**src/sv/hufd_pkg.sv**
```systemverilog
package hufd_pkg;

  localparam int TABLE_ENTRIES = 256;
  localparam int MAX_CODE_LEN = 32;

  localparam int IDX_W = $clog2(TABLE_ENTRIES);
  localparam int PLEN_W = $clog2(MAX_CODE_LEN + 1);
  localparam int CMP_W = (MAX_CODE_LEN > 32) ? MAX_CODE_LEN : 32;
  localparam int LEN_CMP_W = 7;

  localparam logic [1:0] CMD_LOAD = 2'd0;
  localparam logic [1:0] CMD_DECODE = 2'd1;
  localparam logic [1:0] CMD_FLUSH = 2'd2;

  localparam logic [2:0] BIT_TOP = 3'd7;

  typedef struct packed {
    logic             en;
    logic [IDX_W-1:0] idx;
    logic [31:0]      code;
    logic [5:0]       len;
    logic [7:0]       sym;
    logic             valid;
  } tbl_wr_t;

  typedef struct packed {
    logic [31:0] code;
    logic [5:0]  len;
    logic [7:0]  sym;
    logic        valid;
  } tbl_rd_t;

endpackage

```
**src/sv/hufd_ctrl.sv**
```systemverilog
module hufd_ctrl (
  input  logic                       clk_i,
  input  logic                       rst_ni,
  input  logic                       in_valid_i,
  output logic                       in_ready_o,
  input  logic [1:0]                 cmd_i,
  input  logic [7:0]                 entry_index_i,
  input  logic [31:0]                entry_code_i,
  input  logic [5:0]                 entry_length_i,
  input  logic [7:0]                 entry_symbol_i,
  input  logic [7:0]                 data_byte_i,
  output logic                       out_valid_o,
  input  logic                       out_ready_i,
  output logic [7:0]                 symbol_o,
  output logic                       error_o,
  output logic                       last_o,
  output hufd_pkg::tbl_wr_t          wr_o,
  output logic                       rd_en_o,
  output logic [hufd_pkg::IDX_W-1:0] rd_idx_o,
  input  hufd_pkg::tbl_rd_t          rd_i
);
  import hufd_pkg::*;

  localparam logic [2:0] ST_IDLE   = 3'd0;
  localparam logic [2:0] ST_SHIFT  = 3'd1;
  localparam logic [2:0] ST_SCAN   = 3'd2;
  localparam logic [2:0] ST_PLACE  = 3'd3;
  localparam logic [2:0] ST_FINISH = 3'd4;

  logic [2:0]              state_q, state_d;
  logic [7:0]              byte_q, byte_d;
  logic [2:0]              bit_q, bit_d;
  logic [MAX_CODE_LEN-1:0] pend_bits_q, pend_bits_d;
  logic [PLEN_W-1:0]       pend_len_q, pend_len_d;
  logic [CMP_W-1:0]        mask_q, mask_d;
  logic [IDX_W:0]          scan_q, scan_d;
  logic                    rvalid_q, rvalid_d;
  logic                    rlast_q, rlast_d;
  logic [7:0]              res_sym_q, res_sym_d;
  logic                    res_err_q, res_err_d;
  logic                    held_valid_q, held_valid_d;
  logic [7:0]              held_sym_q, held_sym_d;
  logic                    held_err_q, held_err_d;
  logic                    out_valid_q, out_valid_d;
  logic [7:0]              out_sym_q, out_sym_d;
  logic                    out_err_q, out_err_d;
  logic                    out_last_q, out_last_d;

  logic                    accept;
  logic                    out_free;
  logic                    hit;
  logic [MAX_CODE_LEN:0]   shifted;

  assign accept   = in_valid_i && (state_q == ST_IDLE);
  assign out_free = !out_valid_q || out_ready_i;
  assign shifted  = {pend_bits_q, byte_q[bit_q]};

  assign hit = rvalid_q && rd_i.valid
            && (LEN_CMP_W'(rd_i.len) == LEN_CMP_W'(pend_len_q))
            && ((CMP_W'(rd_i.code) & mask_q) == CMP_W'(pend_bits_q));

  always_comb begin
    state_d      = state_q;
    byte_d       = byte_q;
    bit_d        = bit_q;
    pend_bits_d  = pend_bits_q;
    pend_len_d   = pend_len_q;
    mask_d       = mask_q;
    scan_d       = scan_q;
    rvalid_d     = 1'b0;
    rlast_d      = rlast_q;
    res_sym_d    = res_sym_q;
    res_err_d    = res_err_q;
    held_valid_d = held_valid_q;
    held_sym_d   = held_sym_q;
    held_err_d   = held_err_q;
    out_valid_d  = out_valid_q && !out_ready_i;
    out_sym_d    = out_sym_q;
    out_err_d    = out_err_q;
    out_last_d   = out_last_q;
    rd_en_o      = 1'b0;
    wr_o.en      = 1'b0;
    wr_o.idx     = entry_index_i[IDX_W-1:0];
    wr_o.code    = entry_code_i;
    wr_o.len     = entry_length_i;
    wr_o.sym     = entry_symbol_i;
    wr_o.valid   = (entry_length_i != 6'd0)
                && (LEN_CMP_W'(entry_length_i) <= LEN_CMP_W'(MAX_CODE_LEN));

    case (state_q)
      ST_IDLE: begin
        if (accept) begin
          case (cmd_i)
            CMD_LOAD: begin
              wr_o.en = (9'(entry_index_i) < 9'(TABLE_ENTRIES));
            end
            CMD_DECODE: begin
              byte_d  = data_byte_i;
              bit_d   = BIT_TOP;
              state_d = ST_SHIFT;
            end
            CMD_FLUSH: begin
              pend_bits_d = '0;
              pend_len_d  = '0;
            end
            default: begin
            end
          endcase
        end
      end
      ST_SHIFT: begin
        pend_bits_d = shifted[MAX_CODE_LEN-1:0];
        pend_len_d  = pend_len_q + 1'b1;
        mask_d      = ~({CMP_W{1'b1}} << pend_len_d);
        scan_d      = '0;
        state_d     = ST_SCAN;
      end
      ST_SCAN: begin
        rd_en_o  = (scan_q < (IDX_W + 1)'(TABLE_ENTRIES));
        rvalid_d = rd_en_o;
        rlast_d  = (scan_q == (IDX_W + 1)'(TABLE_ENTRIES - 1));
        if (rd_en_o) begin
          scan_d = scan_q + 1'b1;
        end
        if (hit) begin
          res_sym_d = rd_i.sym;
          res_err_d = 1'b0;
          rvalid_d  = 1'b0;
          state_d   = ST_PLACE;
        end else if (rvalid_q && rlast_q) begin
          rvalid_d = 1'b0;
          if (pend_len_q == PLEN_W'(MAX_CODE_LEN)) begin
            res_sym_d = 8'd0;
            res_err_d = 1'b1;
            state_d   = ST_PLACE;
          end else if (bit_q == 3'd0) begin
            state_d = ST_FINISH;
          end else begin
            bit_d   = bit_q - 1'b1;
            state_d = ST_SHIFT;
          end
        end
      end
      ST_PLACE: begin
        if (!held_valid_q || out_free) begin
          if (held_valid_q) begin
            out_valid_d = 1'b1;
            out_sym_d   = held_sym_q;
            out_err_d   = held_err_q;
            out_last_d  = 1'b0;
          end
          held_valid_d = 1'b1;
          held_sym_d   = res_sym_q;
          held_err_d   = res_err_q;
          pend_bits_d  = '0;
          pend_len_d   = '0;
          if (bit_q == 3'd0) begin
            state_d = ST_FINISH;
          end else begin
            bit_d   = bit_q - 1'b1;
            state_d = ST_SHIFT;
          end
        end
      end
      ST_FINISH: begin
        if (!held_valid_q) begin
          state_d = ST_IDLE;
        end else if (out_free) begin
          out_valid_d  = 1'b1;
          out_sym_d    = held_sym_q;
          out_err_d    = held_err_q;
          out_last_d   = 1'b1;
          held_valid_d = 1'b0;
          state_d      = ST_IDLE;
        end
      end
      default: begin
        state_d = ST_IDLE;
      end
    endcase
  end

  always_ff @(posedge clk_i or negedge rst_ni) begin
    if (!rst_ni) begin
      state_q      <= ST_IDLE;
      pend_bits_q  <= '0;
      pend_len_q   <= '0;
      rvalid_q     <= 1'b0;
      held_valid_q <= 1'b0;
      out_valid_q  <= 1'b0;
    end else begin
      state_q      <= state_d;
      pend_bits_q  <= pend_bits_d;
      pend_len_q   <= pend_len_d;
      rvalid_q     <= rvalid_d;
      held_valid_q <= held_valid_d;
      out_valid_q  <= out_valid_d;
    end
  end

  always_ff @(posedge clk_i) begin
    byte_q     <= byte_d;
    bit_q      <= bit_d;
    mask_q     <= mask_d;
    scan_q     <= scan_d;
    rlast_q    <= rlast_d;
    res_sym_q  <= res_sym_d;
    res_err_q  <= res_err_d;
    held_sym_q <= held_sym_d;
    held_err_q <= held_err_d;
    out_sym_q  <= out_sym_d;
    out_err_q  <= out_err_d;
    out_last_q <= out_last_d;
  end

  assign rd_idx_o    = scan_q[IDX_W-1:0];
  assign in_ready_o  = (state_q == ST_IDLE);
  assign out_valid_o = out_valid_q;
  assign symbol_o    = out_sym_q;
  assign error_o     = out_err_q;
  assign last_o      = out_last_q;

endmodule

```
**config.mk**
```make
export PLATFORM = sky130hd
export DESIGN_NAME = hufd_ctrl
export DESIGN_NICKNAME = d
export VERILOG_FILES = /design/src/sv/hufd_pkg.sv /design/src/sv/hufd_ctrl.sv
export SDC_FILE = /design/constraint.sdc
export NUM_CORES = 1
export LEC_CHECK = 0
export BUFFER_PORTS_ARGS = -buffer_cell sky130_fd_sc_hd__buf_2
export CAP_MARGIN = 15
export CORE_MARGIN = 4
export CORE_UTILIZATION = 52
export DETAILED_ROUTE_END_ITERATION = 10
export PLACE_DENSITY = 0.88
export SLEW_MARGIN = 20
export SYNTH_ARGS = -nofsm -noshare
export SYNTH_HDL_FRONTEND = slang
export SYNTH_SLANG_ARGS = --single-unit
export TNS_END_PERCENT = 1
```
**constraint.sdc**
```tcl
create_clock -name clk_i -period 3.03 [get_ports clk_i]
set_input_delay 0 -clock clk_i [delete_from_list [all_inputs] [get_ports clk_i]]
set_output_delay 0 -clock clk_i [all_outputs]
set_load 0.01 [all_outputs]
```
==> results.cfg <==
[status]
outcome = complete, no violations

[yosys]
yosysSeqAreaShare_pct = 56.76
yosysUniqueCellTypes = 56
ys_warn_count = 0
synthTopCellsByArea = edfxtp_1 39%, dfrtp_1 18%, buf_4 7.5%
ys_top_cells_by_count = 81 x edfxtp_1, 62 x buf_4, 44 x dfrtp_1
async_reset_ff_share_pct = 35.20
synth_top_area_cell = edfxtp_1
ys_ff_latch = 125
synth_most_common_cell = edfxtp_1
syn_nets = 653
syn_area_per_cell_um2 = 11.77
synth_edf_count = 81
synth_top_area_share_pct = 39.08
synth-main-ff-cell = edfxtp_1
synth_cells = 529
synth.cell_area_mm2 = 0.006225

[routing]
viasPerCell = 5.958
via_count = 4445
drt_iter0_markers = 367
wire_per_inst_um = 20.18
drcViolationCount = 0
ant_nets = 0
firstDrtPassIters = 5
drt_wl_total_um = 15060

[flow_run]
drv_cap = 0

[cts]
cts-root-buf = clkbuf_16
cts-resized-gates = 0
cts_buffers = 17
clockBufferDepth = 2
cts_tree = yes
clock-sinks = 125
cts.clk_slew.worst_paths_ns = 0.05
clock_latency_ns = 0.42
cts_max_level = 4
hold_buffers = 18
post_cts_buffers = 0

[placed_design]
io_buffers = 95
hpwl_um = 10130
placed_cells_incl_taps = 694
place.gp.congestion = 0.9586

[worst_setup_path]
ff2ff_setup_slack_ns = 0.65
crit_required_ns = 3.17
cp.arrival_ns = 2.51
worstSetupPathType = flip-flop to flip-flop
critPathLaunchType = flip-flop
end_kind = flip-flop
worst-path-max-fanout = 9

[power_and_ir_drop]
switching_power_mw = 1.910
ir_drop_mv = 0.4171
p_total_mw = 6.062
pwr-share-seq_pct = 41.0
p_leak_nw = 3.119
switching_share_pct = 31.50
intPower_mw = 4.152
p_comb_share_pct = 23.9
powerDensity_mw_per_mm2 = 841.3
clock_power_share_pct = 35.0

[global_route]
grt_pass1_wl_um = 23720
grt_max_degree = 65
grt_use_total_pct = 21.96
antenna_found_initial = 1
grt_pass1_vias = 4510
overflow = 0

[finish]
drive_above_1_share_pct = 24.13
finalNetCount = 712
fin_cells = 746
finish.utilization_pct = 62.31
syn_to_final_growth_pct = 15.76

[floorplan]
ioPinCount = 192
placementRows = 39
die_x_um = 117.4
coreArea_mm2 = 0.01156
die_h_um = 117.4
dieArea_mm2 = 0.01379
initial_utilization_pct = 53.82

[sta]
rsz0062_at_grt = no
worst_slew_pin_slew_ns = 0.8713
fin_skew_ns = 0.01084
slew_headroom_pct = 41.38
finalSetupViolCount = 0
slew_violations = 0
layout_min_cycle_time_ns = 2.377
fin_crit_sh_pct = 78.43
hold_viol_final = 0
setup_tns_ns = 0
timing.fmax_mhz = 420.8

[min_path]
hold_path_class = primary input to output port
[worst paths after layout]
path                                       start  depth (start not counted)         endpoint
worst min-delay path            entry_code_i[12]                          0         wr_o[27]
min in group asynchronous                 rst_ni                          2  pend_bits_q[30]
worst max register to register   pend_bits_q[27]                          7         bit_q[1]
max in group asynchronous                 rst_ni                          2       state_q[2]
worst min register to register     held_sym_q[4]                          0      symbol_o[4]
worst max-delay path             pend_bits_q[27]                          7         bit_q[1]
[power by group through the flow]
stage          Sequential, mW  Combinational (mW)  Clock [mW]
2_1_floorplan            2.45                1.08           0
3_3_place_gp             2.48                1.33           0
3_5_place_dp             2.51                1.39           0
4_1_cts                  2.48                1.43        2.13
5_1_grt                  2.53                1.58        2.22
6_report                 2.49                1.45        2.12
[stage by stage]
| step | hold WS (ns) | setup WS (ns) | cell area (µm²) |
|---|---|---|---|
| floorplan | -0.2956 | 0.6620 | 6225 |
| global placement | 0.00006862 | 0.8020 | 6402 |
| detailed placement | 0.00006862 | 0.7200 | 6402 |
| CTS | 0.00006862 | 0.7070 | 7198 |
| global route | 0.00001334 | 0.4621 | 7203 |
| finish | 0.000003764 | 0.6535 | 7206 |
[cell type report]
| type | instances | area (µm²) |
|---|---|---|
| multi-input combinational | 310 | 2101 |
| antenna | 2 | 5.005 |
| clock buffer | 21 | 450.4 |
| sequential | 125 | 3533 |
| fill | 831 | 4359 |
| timing repair buffer | 119 | 715.7 |
| clock inverter | 11 | 165.2 |
| tap | 143 | 178.9 |
| inverter | 15 | 56.30 |
[kinds of logic (layout without fill, tap and decap cells)]
logic type                 Yosys count  after routing  synth area share [%]
AOI/OAI and AO/OA                  111            111                 12.66
adders and majority gates            9              9                 1.809
xor gates and xnor gates            32             32                 4.502
other                                0              2                     0
and+or+nand+nor                    154            154                 13.73
muxes                                4              4                 1.045
DFF                                125            125                 56.76
buffers and inverters               94            166                 9.487
[critical path, cell delays in order, from the launching register on]
cell and delay [ns]:
dfrtp_1 0.41, a21o_1 0.20, a211oi_1 0.28, nand4_1 0.20, nor4_4 0.47, nand2_2 0.14
a211oi_1 0.26, a211oi_1 0.13
[sequential cells by signal, indices dropped and copies added (netlist names), 3 cells and up]
name / cells
bit_q: 3
byte_q: 8
held_sym_q: 8
mask_q: 32
pend_bits_q: 32
pend_len_q: 6
res_sym_q: 8
scan_q: 9
state_q: 3
symbol_o: 8
[metal layers]
layer | GRT usage [%] | routed length [µm] | vias up
met5 | 0 | 0 | -
met1 | 27.59 | 5937 | 2140
met3 | 5.342 | 1223 | 72
met4 | 11.80 | 577 | 0
met2 | 35.22 | 7318 | 240
li1 | - | - | 1993
[cells in the final DEF, fill, tap and decap left out, types with 8 or more instances in the layout]
master,instances
edfxtp_1,81
nand4_1,9
a21oi_1,22
xor2_1,22
nand2b_1,8
dfrtp_1,44
nand3_1,15
a22o_1,31
buf_2,94
nor2_1,22
nand2_1,43
o21ai_0,22
inv_1,14
clkbuf_16,17
ha_1,9
xnor2_1,10
and3_1,22
dlygate4sd3_1,18
(Power assumes the default switching activity.)
